--- config.mk ---
export PLATFORM = sky130hd
export DESIGN_NAME = sorted_timeout_queue_top
export DESIGN_NICKNAME = d
export VERILOG_FILES = /design/src/sv/stq_pkg.sv /design/src/sv/stq_ram.sv /design/src/sv/sorted_timeout_queue_top.sv
export SDC_FILE = /design/constraint.sdc
export NUM_CORES = 2
export LEC_CHECK = 0
export BUFFER_PORTS_ARGS = -buffer_cell sky130_fd_sc_hd__buf_4
export CORE_AREA = 4 4 472 287
export CTS_BUF_LIST = sky130_fd_sc_hd__clkbuf_4 sky130_fd_sc_hd__clkbuf_8
export DETAILED_ROUTE_END_ITERATION = 10
export DIE_AREA = 0 0 476 291
export PLACE_DENSITY_LB_ADDON = 0.12
export SLEW_MARGIN = 20
export SYNTH_ARGS = -nofsm -noshare
export SYNTH_HDL_FRONTEND = slang
export SYNTH_SLANG_ARGS = --single-unit
--- constraint.sdc ---
create_clock -name clk -period 8.35 [get_ports clk]
set_input_delay 1.67 -clock clk [delete_from_list [all_inputs] [get_ports clk]]
set_output_delay 1.67 -clock clk [all_outputs]
set_load 0.005 [all_outputs]
--- src/sv/stq_pkg.sv ---
// Shared types and constants for the sorted timeout queue.
package stq_pkg;

    localparam int QUEUE_DEPTH_DEF = 16;
    localparam int MAX_RESULTS     = 16;

    localparam int DL_W    = 32;
    localparam int ID_W    = 8;
    localparam int ARG_W   = 32;
    localparam int DELAY_W = 24;

    localparam logic CMD_ARM  = 1'b0;
    localparam logic CMD_TICK = 1'b1;

    localparam logic STATUS_EXPIRED  = 1'b0;
    localparam logic STATUS_REJECTED = 1'b1;

    typedef struct packed {
        logic [DL_W-1:0]  deadline;
        logic [ID_W-1:0]  id;
        logic [ARG_W-1:0] arg;
    } entry_t;

    localparam int ENTRY_W = $bits(entry_t);

    typedef enum logic [3:0] {
        ST_IDLE,
        ST_REJ,
        ST_AR_CHK,
        ST_AR_CMP,
        ST_SH_CHK,
        ST_SH_WR,
        ST_AR_WR,
        ST_TK_CHK,
        ST_TK_CMP,
        ST_TK_FIN
    } state_t;

endpackage

--- src/sv/stq_ram.sv ---
// Generic single-write, single-read RAM with registered read data.
module stq_ram #(
    parameter int WIDTH = 8,
    parameter int DEPTH = 16
) (
    input  logic                     clk,
    input  logic                     we,
    input  logic [$clog2(DEPTH)-1:0] waddr,
    input  logic [WIDTH-1:0]         wdata,
    input  logic [$clog2(DEPTH)-1:0] raddr,
    output logic [WIDTH-1:0]         rdata
);

    logic [WIDTH-1:0] mem [DEPTH];

    always_ff @(posedge clk)
    begin
        if (we)
        begin
            mem[waddr] <= wdata;
        end
        rdata <= mem[raddr];
    end

endmodule

--- src/sv/sorted_timeout_queue_top.sv ---
// Sorted timeout queue: circular buffer in RAM, one shared deadline comparator.
// Arm: rejected if full, else find the slot, shift later entries up, write (one RAM port).
// Tick: examines entries from the head, stopping at a later one, at queue end or at limit.
// Any state that loads the output register waits while the output stalls.
// One transaction at a time; results wait in an output register so input is taken meanwhile.
// Reset (rst_n low, async): tick count zero, queue empty; RAM contents are not cleared.
module sorted_timeout_queue_top
    import stq_pkg::*;
#(
    parameter int QUEUE_DEPTH = QUEUE_DEPTH_DEF
) (
    input  logic        clk,
    input  logic        rst_n,
    input  logic        s_axis_tvalid,
    output logic        s_axis_tready,
    input  logic [63:0] s_axis_tdata,   // delay_ticks[23:0], callback_id[31:24], callback_arg[63:32]
    input  logic        s_axis_tuser,   // cmd
    output logic        m_axis_tvalid,
    input  logic        m_axis_tready,
    output logic [39:0] m_axis_tdata,   // expired_id[7:0], expired_arg[39:8]
    output logic        m_axis_tuser,   // status
    output logic        m_axis_tlast
);

    localparam int IDX_W = $clog2(QUEUE_DEPTH);
    localparam int CNT_W = $clog2(QUEUE_DEPTH + 1);
    localparam int SUM_W = CNT_W + 1;

    // logical offset from head to physical RAM address
    function automatic logic [IDX_W-1:0] phys(input logic [IDX_W-1:0] head,
                                              input logic [CNT_W-1:0] ofs);
        logic [SUM_W-1:0] sum;
        sum = SUM_W'(head) + SUM_W'(ofs);
        if (sum >= SUM_W'(QUEUE_DEPTH))
        begin
            sum = sum - SUM_W'(QUEUE_DEPTH);
        end
        return sum[IDX_W-1:0];
    endfunction

    state_t            state_reg, state_next;
    logic [IDX_W-1:0]  head_reg, head_next;
    logic [CNT_W-1:0]  occ_reg, occ_next;
    logic [CNT_W-1:0]  idx_reg, idx_next;
    logic [CNT_W-1:0]  pos_reg, pos_next;
    logic [DL_W-1:0]   tick_reg, tick_next;
    logic [DL_W-1:0]   dl_reg, dl_next;
    logic [ID_W-1:0]   id_reg, id_next;
    logic [ARG_W-1:0]  arg_reg, arg_next;
    entry_t            pend_reg, pend_next;

    logic              out_valid_reg, out_valid_next;
    logic [ID_W-1:0]   out_id_reg, out_id_next;
    logic [ARG_W-1:0]  out_arg_reg, out_arg_next;
    logic              out_status_reg, out_status_next;
    logic              out_last_reg, out_last_next;

    logic              ram_we;
    logic [IDX_W-1:0]  ram_waddr;
    logic [IDX_W-1:0]  ram_raddr;
    entry_t            ram_wdata;
    entry_t            ram_rdata;

    logic              out_free;
    logic [DL_W-1:0]   cmp_ref;
    logic [DL_W-1:0]   cmp_diff;
    logic              is_later;

    stq_ram #(
        .WIDTH (ENTRY_W),
        .DEPTH (QUEUE_DEPTH)
    ) u_ram (
        .clk   (clk),
        .we    (ram_we),
        .waddr (ram_waddr),
        .wdata (ram_wdata),
        .raddr (ram_raddr),
        .rdata (ram_rdata)
    );

    assign out_free = !out_valid_reg || m_axis_tready;

    // shared comparator: stored deadline strictly later than reference (signed diff)
    assign cmp_ref  = (state_reg == ST_TK_CMP) ? tick_reg : dl_reg;
    assign cmp_diff = ram_rdata.deadline - cmp_ref;
    assign is_later = (cmp_diff != '0) && !cmp_diff[DL_W-1];

    // next state and datapath
    always_comb
    begin
        state_next      = state_reg;
        head_next       = head_reg;
        occ_next        = occ_reg;
        idx_next        = idx_reg;
        pos_next        = pos_reg;
        tick_next       = tick_reg;
        dl_next         = dl_reg;
        id_next         = id_reg;
        arg_next        = arg_reg;
        pend_next       = pend_reg;
        out_valid_next  = out_valid_reg && !m_axis_tready;
        out_id_next     = out_id_reg;
        out_arg_next    = out_arg_reg;
        out_status_next = out_status_reg;
        out_last_next   = out_last_reg;

        case (state_reg)
            ST_IDLE:
            begin
                if (s_axis_tvalid)
                begin
                    id_next  = s_axis_tdata[31:24];
                    arg_next = s_axis_tdata[63:32];
                    idx_next = '0;
                    if (s_axis_tuser == CMD_TICK)
                    begin
                        tick_next  = tick_reg + DL_W'(1);
                        state_next = ST_TK_CHK;
                    end
                    else if (occ_reg == CNT_W'(QUEUE_DEPTH))
                    begin
                        state_next = ST_REJ;
                    end
                    else
                    begin
                        dl_next    = tick_reg + DL_W'(s_axis_tdata[DELAY_W-1:0]);
                        state_next = ST_AR_CHK;
                    end
                end
            end

            ST_REJ:
            begin
                if (out_free)
                begin
                    out_valid_next  = 1'b1;
                    out_id_next     = id_reg;
                    out_arg_next    = arg_reg;
                    out_status_next = STATUS_REJECTED;
                    out_last_next   = 1'b1;
                    state_next      = ST_IDLE;
                end
            end

            ST_AR_CHK:
            begin
                if (idx_reg < occ_reg)
                begin
                    state_next = ST_AR_CMP;
                end
                else
                begin
                    pos_next   = idx_reg;
                    idx_next   = occ_reg;
                    state_next = ST_SH_CHK;
                end
            end

            ST_AR_CMP:
            begin
                if (is_later)
                begin
                    pos_next   = idx_reg;
                    idx_next   = occ_reg;
                    state_next = ST_SH_CHK;
                end
                else
                begin
                    idx_next   = idx_reg + CNT_W'(1);
                    state_next = ST_AR_CHK;
                end
            end

            ST_SH_CHK:
            begin
                state_next = (idx_reg > pos_reg) ? ST_SH_WR : ST_AR_WR;
            end

            ST_SH_WR:
            begin
                idx_next   = idx_reg - CNT_W'(1);
                state_next = ST_SH_CHK;
            end

            ST_AR_WR:
            begin
                occ_next   = occ_reg + CNT_W'(1);
                state_next = ST_IDLE;
            end

            ST_TK_CHK:
            begin
                if ((idx_reg < occ_reg) && (int'(idx_reg) < MAX_RESULTS))
                begin
                    state_next = ST_TK_CMP;
                end
                else
                begin
                    state_next = ST_TK_FIN;
                end
            end

            ST_TK_CMP:
            begin
                if (is_later)
                begin
                    state_next = ST_TK_FIN;
                end
                else if (idx_reg == '0)
                begin
                    pend_next  = ram_rdata;
                    idx_next   = idx_reg + CNT_W'(1);
                    state_next = ST_TK_CHK;
                end
                else if (out_free)
                begin
                    // another due entry follows, so the held one is not last
                    out_valid_next  = 1'b1;
                    out_id_next     = pend_reg.id;
                    out_arg_next    = pend_reg.arg;
                    out_status_next = STATUS_EXPIRED;
                    out_last_next   = 1'b0;
                    pend_next       = ram_rdata;
                    idx_next        = idx_reg + CNT_W'(1);
                    state_next      = ST_TK_CHK;
                end
            end

            ST_TK_FIN:
            begin
                if (idx_reg == '0)
                begin
                    state_next = ST_IDLE;
                end
                else if (out_free)
                begin
                    out_valid_next  = 1'b1;
                    out_id_next     = pend_reg.id;
                    out_arg_next    = pend_reg.arg;
                    out_status_next = STATUS_EXPIRED;
                    out_last_next   = 1'b1;
                    head_next       = phys(head_reg, idx_reg);
                    occ_next        = occ_reg - idx_reg;
                    state_next      = ST_IDLE;
                end
            end

            default:
            begin
                state_next = ST_IDLE;
            end
        endcase
    end

    // RAM control and handshake outputs
    always_comb
    begin
        s_axis_tready = (state_reg == ST_IDLE);
        ram_we        = 1'b0;
        ram_waddr     = '0;
        ram_wdata     = ram_rdata;
        ram_raddr     = '0;

        case (state_reg)
            ST_AR_CHK:
            begin
                ram_raddr = phys(head_reg, idx_reg);
            end

            ST_SH_CHK:
            begin
                ram_raddr = phys(head_reg, idx_reg - CNT_W'(1));
            end

            ST_SH_WR:
            begin
                ram_we    = 1'b1;
                ram_waddr = phys(head_reg, idx_reg);
                ram_wdata = ram_rdata;
            end

            ST_AR_WR:
            begin
                ram_we    = 1'b1;
                ram_waddr = phys(head_reg, pos_reg);
                ram_wdata = '{deadline: dl_reg, id: id_reg, arg: arg_reg};
            end

            ST_TK_CHK, ST_TK_CMP:
            begin
                // re-read in TK_CMP keeps the data steady while the output stalls
                ram_raddr = phys(head_reg, idx_reg);
            end

            default:
            begin
                ram_raddr = '0;
            end
        endcase
    end

    assign m_axis_tvalid = out_valid_reg;
    assign m_axis_tdata  = {out_arg_reg, out_id_reg};
    assign m_axis_tuser  = out_status_reg;
    assign m_axis_tlast  = out_last_reg;

    always_ff @(posedge clk or negedge rst_n)
    begin
        if (!rst_n)
        begin
            state_reg     <= ST_IDLE;
            head_reg      <= '0;
            occ_reg       <= '0;
            idx_reg       <= '0;
            pos_reg       <= '0;
            tick_reg      <= '0;
            out_valid_reg <= 1'b0;
        end
        else
        begin
            state_reg     <= state_next;
            head_reg      <= head_next;
            occ_reg       <= occ_next;
            idx_reg       <= idx_next;
            pos_reg       <= pos_next;
            tick_reg      <= tick_next;
            out_valid_reg <= out_valid_next;
        end
    end

    always_ff @(posedge clk)
    begin
        dl_reg         <= dl_next;
        id_reg         <= id_next;
        arg_reg        <= arg_next;
        pend_reg       <= pend_next;
        out_id_reg     <= out_id_next;
        out_arg_reg    <= out_arg_next;
        out_status_reg <= out_status_next;
        out_last_reg   <= out_last_next;
    end

    a_occ_bound: assert property (@(posedge clk) disable iff (!rst_n)
        occ_reg <= CNT_W'(QUEUE_DEPTH))
        else $error("occupancy above queue depth");

    a_rej_full: assert property (@(posedge clk) disable iff (!rst_n)
        (state_reg == ST_REJ) |-> (occ_reg == CNT_W'(QUEUE_DEPTH)))
        else $error("arm rejected while queue not full");

    a_arm_grow: assert property (@(posedge clk) disable iff (!rst_n)
        (state_reg == ST_AR_WR) |=> (occ_reg == $past(occ_reg) + CNT_W'(1)))
        else $error("insert did not grow occupancy by one");

    a_tick_take: assert property (@(posedge clk) disable iff (!rst_n)
        ((state_reg == ST_TK_CHK) || (state_reg == ST_TK_FIN)) |->
            ((idx_reg <= occ_reg) && (int'(idx_reg) <= MAX_RESULTS)))
        else $error("tick removal count out of range");

endmodule
=== Yosys cells after proc, flatten, opt, wreduce, memory -nomap -nowiden ===
Memory sizes are Yosys's and may differ from the RTL's. A register that Yosys moved wholly into a read port is not among the register bits.
Index checks and enable logic that the tools add are counted.

* Memory bits (writable): 1,152
* Input bits: 69
* Output and inout port bits: 44
* Memories kept: 1
* Register bits: 210

{| class="wikitable"
|+ Memory list
! memory !! depth !! width !! rd ports !! clocked after memory_dff !! wr ports !! RTL line !! source
|-
| u_ram.mem || 16 || 72 || 1 || 1 || 1 || stq_ram.sv:14 || <nowiki>logic [WIDTH-1:0] mem [DEPTH];</nowiki>
|}

* Bitwise gates (word level): 4
* Reductions and logical operators: 28
* Order comparisons: 6
* Add/sub/neg operators: 13
* Muxes and demuxes: 63
* Equal/unequal tests: 21

{| class="wikitable"
|+ Operators with widths
! operator !! number
|-
| two-way mux 32 bit || 5
|-
| one-hot mux 32 bit (3 select lines) || 1
|-
| two-way mux 40 bit || 2
|-
| two-way mux 72 bit || 1
|-
| two-way mux 5 bit || 10
|-
| two-way mux 4 bit || 9
|-
| one-hot mux 4 bit (9 select lines) || 1
|-
| adder 32 x 1 -> 32 bit (second input constant) || 1
|-
| adder 32 x 24 -> 32 bit || 1
|-
| two-way mux 8 bit || 4
|-
| nonzero test 32 bit || 1
|-
| subtractor 32 bit || 1
|-
| one-hot mux 5 bit (5 select lines) || 1
|-
| one-hot mux 8 bit (3 select lines) || 1
|-
| one-hot mux 5 bit (2 select lines) || 2
|-
| adder 4 x 5 -> 6 bit || 3
|-
| greater-or-equal comparator 6 x 5 -> 1 bit (second input constant) || 3
|-
| inequality test 2 bit (second input constant) || 9
|-
| AND reduction 3 bit || 6
|-
| == test 4 x 3 -> 1 bit (second input constant) || 4
|-
| two-way mux 1 bit || 16
|-
| one-hot mux 4 bit (2 select lines) || 2
|-
| subtractor 4 x 1 -> 4 bit (second input constant) || 3
|-
| adder 5 x 1 -> 5 bit (second input constant) || 2
|-
| 28 further kinds || 46
|}

=== Longest topological paths before layout ===
* Depth after elaboration: 7
* Mapped depth: 22
* Mapped depth without buffers: 19

=== Hierarchy ===
A second synthesis with hierarchy kept.

* Cells, all modules: 3,300
* Area total of the unflattened synthesis: 57,949.3 µm²

{| class="wikitable"
|+ By module, submodules not included
! module !! cells each !! area an instance (µm²) !! instances
|-
| stq_ram || 1,850 || 44,551.5 || 1
|-
| sorted_timeout_queue_top || 1,450 || 13,397.8 || 1
|}

=== Worst setup path after synthesis ===
No wires, ideal clock.

* Kind: reg-to-reg
* From: register state_reg[1]
* To: register pend_reg[0] (netlist bit) (enable)
* Cell stages (with the launch flop): 21
* Setup slack: 1,587 ps
* Buffers on the path: 3
* Arrival time: 6,325 ps
* Library setup time: 438 ps
* Cell sequence: dfrtp_1 clkbuf_1 nor3_1 nand2_1 clkbuf_1 clkbuf_1 nand2_1 nand2_1 ha_1 inv_1 fa_1 a21o_1 a31oi_2 nor4b_4 or3_1 a2111o_1 nor4_2 o2111ai_1 nor4_4 o21ai_0 nor2_1

* Word-level cells in the longest chain between the ends: 7

{| class="wikitable"
|+ RTL lines
! item !! RTL line !! source
|-
| from (decl) || sorted_timeout_queue_top.sv:41 || <nowiki>state_t state_reg, state_next;</nowiki>
|-
| from (signal assigned) || sorted_timeout_queue_top.sv:321 || <nowiki>state_reg <= state_next;</nowiki>
|-
| == test 4 bit (*) || sorted_timeout_queue_top.sv:84, sorted_timeout_queue_top.sv:107 ||
|-
| two-way mux 32 bit || sorted_timeout_queue_top.sv:84 || <nowiki>assign cmp_ref = (state_reg == ST_TK_CMP) ? tick_reg : dl_reg;</nowiki>
|-
| subtractor 32 bit || sorted_timeout_queue_top.sv:85 || <nowiki>assign cmp_diff = ram_rdata.deadline - cmp_ref;</nowiki>
|-
| nonzero test 32 bit or logical NOT 1 bit (tied branches) || sorted_timeout_queue_top.sv:86 || <nowiki>assign is_later = (cmp_diff != '0) && !cmp_diff[DL_W-1];</nowiki>
|-
| logical AND 1 bit || sorted_timeout_queue_top.sv:86 ||
|-
| inverter 1 bit (no line) || - ||
|-
| AND reduction 3 bit (no line) (*) || - ||
|-
| to (signal assigned) || sorted_timeout_queue_top.sv:336 || <nowiki>pend_reg <= pend_next;</nowiki>
|-
| to (decl) || sorted_timeout_queue_top.sv:50 || <nowiki>entry_t pend_reg, pend_next;</nowiki>
|}

Mark *: on every way between the ends. The rest lies on a longest branch, timed or not.
A chain may end at the register's enable or synchronous reset.

=== Final worst setup path ===
* From: register state_reg[3]
* To: register out_arg_reg[12] (enable)

* Word-level cells in the longest chain between the ends: 7

{| class="wikitable"
|+ RTL lines
! item !! RTL line !! source
|-
| == test 4 bit || sorted_timeout_queue_top.sv:84, sorted_timeout_queue_top.sv:107 ||
|-
| two-way mux 32 bit || sorted_timeout_queue_top.sv:84 ||
|-
| subtractor 32 bit || sorted_timeout_queue_top.sv:85 ||
|-
| nonzero test 32 bit or logical NOT 1 bit (tied branches) || sorted_timeout_queue_top.sv:86 ||
|-
| logical AND 1 bit || sorted_timeout_queue_top.sv:86 ||
|-
| inequality test 2 bit (no line) || - ||
|-
| AND reduction 3 bit (no line) (*) || - ||
|-
| to (signal assigned) || sorted_timeout_queue_top.sv:338 || <nowiki>out_arg_reg <= out_arg_next;</nowiki>
|-
| to (decl) || sorted_timeout_queue_top.sv:54 || <nowiki>logic [ARG_W-1:0] out_arg_reg, out_arg_next;</nowiki>
|}

Marked as above.

==> out/results.tsv <==
stage	metric	value	unit
routing	wl	159.1	mm
yosys	synthTopCellsByCount	1,306 x edfxtp_1, 786 x nand2_1, 369 x a211oi_1, 286 x and2_1, 274 x clkbuf_1	
global_routing	grt_pass1_wl	236.3	mm
die	dieArea	138500	sq um
routing	drt_iter0_drc	3705	
sta	tightest_slew	1.161	ns
global_routing	grt_usage	22.66	%
cells_and_area	nets	4695	
global_routing	grt_start_max_net_pins	193	
routing	post-route-drc-count	0	
outcome	status	finished, final reports clean	
critical_path	path_class	register to register	
yosys	synth_top_area_share	65.42	%
yosys	postSynthAreaPerCell	13.50	sq um
cells_and_area	fillCellCount	11078	
placed_design	dp_cells	6062	
critical_path	start_kind	register	
sta	rsz0062_at_grt	false	
cells_and_area	syn_to_final_growth	12.17	%
yosys	synth_area	59940	sq um
sta	slew_headroom	22.62	%
clocking	cts_buffers	208	
placed_design	numPortBuffers	112	
global_routing	grt.overflow.total	0	
yosys	ys_types	84	
yosys	yosysMostFrequentCell	edfxtp_1	
clocking	cts-root-buf	clkbuf_8	
routing	first_pass_iters	6	
placed_design	dp.final_hpwl	84.26	mm
yosys	synth_warnings	0	
placed_design	pre_cts_slack	1.833	ns
sta	hold_violations	0	
clocking	cts_hold_buf	0	
yosys	synthArstFlopShare	3.905	%
routing	viasPerCell	5.756	
run	max_cap_violations	0	
sta	setup_tns	0	ns
yosys	synth.largest_area_cell	edfxtp_1	
yosys	ys_top_cells_by_area	edfxtp_1 65%, nand2_1 4.9%, a211oi_1 4.6%	
routing	dr_total_vias	37174	
yosys	ys_ff_latch	1434	
die	core_area	131100	sq um
clocking	cts_resized	0	
sta	min_period_over_period	80.25	%
critical_path	crit_path_max_fanout	39	
clocking	cts_buffer_depth	3	
pwr	ir_drop	0.4169	mV
cells_and_area	largest_reg_flops	1152	
clocking	h-tree-depth	4	
routing	wire_per_inst	24.63	um
clocking	cts_setup_buffers	0	
cells_and_area	layoutNonFillerInstCount	6458	
die	die-width	476	um
placed_design	place_congestion	0.8856	
sta	period_needed	6.701	ns
die	die_y	291	um
yosys	synth_edf_count	1306	
sta	finalWorstSetupSlack	1.649	ns
sta	fin_skew	0.04758	ns
clocking	path_clk_slew	0.07	ns
global_routing	grt_pass1_vias	35345	
sta	finalSetupViolCount	0	
sta	finalMaxSlewViolations	0	
pwr	powerDensity	392.6	nW/um^2
yosys	syn_nets	4593	
yosys	seq_area_frac_synth	70.17	%
clocking	insertion_delay	0.91	ns
critical_path	cp.arrival	7.30	ns
critical_path	cp.required	8.95	ns
die	initial_core_util	45.74	%
yosys	synthCells	4439	
clocking	cts_sinks	1434	
sta	fmax	149.2	MHz
cells_and_area	drive_gt1_share	14.18	%
yosys	synth_flop_cell	edfxtp_1	
worst_hold_path	hp-class	register to register	
die	pin_count	113	
clocking	cts_tree	yes	
critical_path	cp-end-kind	register	
routing	ant_nets	0	
die	num_rows	103	
pwr	leakagePower	22.68	nW
global_routing	antenna_found_initial	4	
-- per-layer routing --
metal  wire length (um)  part of all wire, %  GRT usage, %  up-vias
met5                  0                    0             0        -
met4               3477                  2.2         6.608        0
met3              10660                  6.7         4.134      217
met2              67160                   42         31.49     1211
met1              77780                   49         36.02    18607
li1                   -                    -             -    17139
-- critical path, cell delays in order (launching register included) --
cell       delay, ns
dfrtp_1         0.75
clkinv_1        0.42
nor3_2          0.24
nand2_2         0.08
buf_4           0.25
mux2i_1         0.17
ha_1            0.52
nand2_1         0.08
o21ai_0         0.65
o21ai_0         0.40
a32oi_1         0.30
nand4_1         0.13
nor4_2          0.31
o2111ai_1       0.23
nor4_4          0.47
nor2_4          0.15
o21ai_0         0.25
and3_4          0.66
buf_4           0.23
-- per-stage QoR --
step | util (%) | hold slack [ns] | total power (W) | cell area [sq um]
after floorplan | - | 0.4044 | 0.01726 | 59940
after global placement | 47.87 | 0.4086 | 0.02046 | 62740
after detailed placement | 47.87 | 0.4117 | 0.02051 | 62740
after CTS | 51.28 | 0.4247 | 0.02650 | 67210
after global routing | 51.30 | 0.4231 | 0.02801 | 67240
final | 51.30 | 0.4248 | 0.02640 | 67240
-- placed cells by master, fill, tap and decap left out, types with 13 or more instances in the layout --
master,count
a211oi_1,369
a21o_1,19
a21oi_1,218
a311oi_1,147
a31oi_1,156
and2_1,285
and3_1,13
buf_12,14
buf_4,163
clkbuf_4,75
clkbuf_8,244
clkinv_1,26
clkinv_2,27
dfrtp_1,56
dfxtp_1,72
edfxtp_1,1306
ha_1,79
inv_1,46
mux2_2,74
mux2i_1,39
nand2_1,784
nand3_1,26
nand4_1,18
nor2_1,72
nor2_4,15
nor3_1,17
o211ai_1,16
o21ai_0,61
xnor2_1,58
xor2_1,28
-- final timing paths --
| path | startpoint | end | slack, ns | cells past startpoint |
|---|---|---|---|---|
| max | state_reg[3] | out_arg_reg[12] | 1.65 | 18 |
| max in group asynchronous | rst_n | head_reg[1] | 6.83 | 1 |
| min reg2reg | u_ram.rdata[6] | pend_reg[6] | 0.42 | 0 |
| max reg2reg | state_reg[3] | out_arg_reg[12] | 1.65 | 18 |
| min in group asynchronous | rst_n | tick_reg[30] | 0.88 | 1 |
| min | u_ram.rdata[6] | pend_reg[6] | 0.42 | 0 |
-- report_power, final --
part / internal [W] / switching, W / leakage (nW)
logic: 0.00330 / 0.00691 / 7.17
clock network: 0.00317 / 0.00277 / 2.38
registers: 0.00972 / 0.000529 / 13.1
-- area by class of cell --
cell class | instances | area, sq um | area share (%)
well taps | 1732 | 2167 | 3.223
repair buffers | 178 | 1531 | 2.278
inverters | 47 | 176.4 | 0.2624
clock buffers | 319 | 3921 | 5.832
clock inverters | 74 | 544.3 | 0.8095
flip-flops and latches | 1434 | 42060 | 62.55
diodes | 2 | 5.005 | 0.007443
multi-input cells | 2672 | 16830 | 25.04
-- cell families (layout without fill, tap and decap cells) --
logic type / Yosys count / count (layout) / share of synthesized area (%)
xor gates and xnor gates: 86 / 86 / 1.257
adders and majority gates: 85 / 85 / 1.849
buffers and inverters: 333 / 618 / 2.100
other: 0 / 2 / 0
and+or+nand+nor: 1310 / 1310 / 10.10
muxes: 114 / 114 / 2.066
DFF: 1434 / 1434 / 70.17
AOI/OAI and AO/OA: 1077 / 1077 / 12.47
No activity file was read; power rests on OpenSTA's default activity.
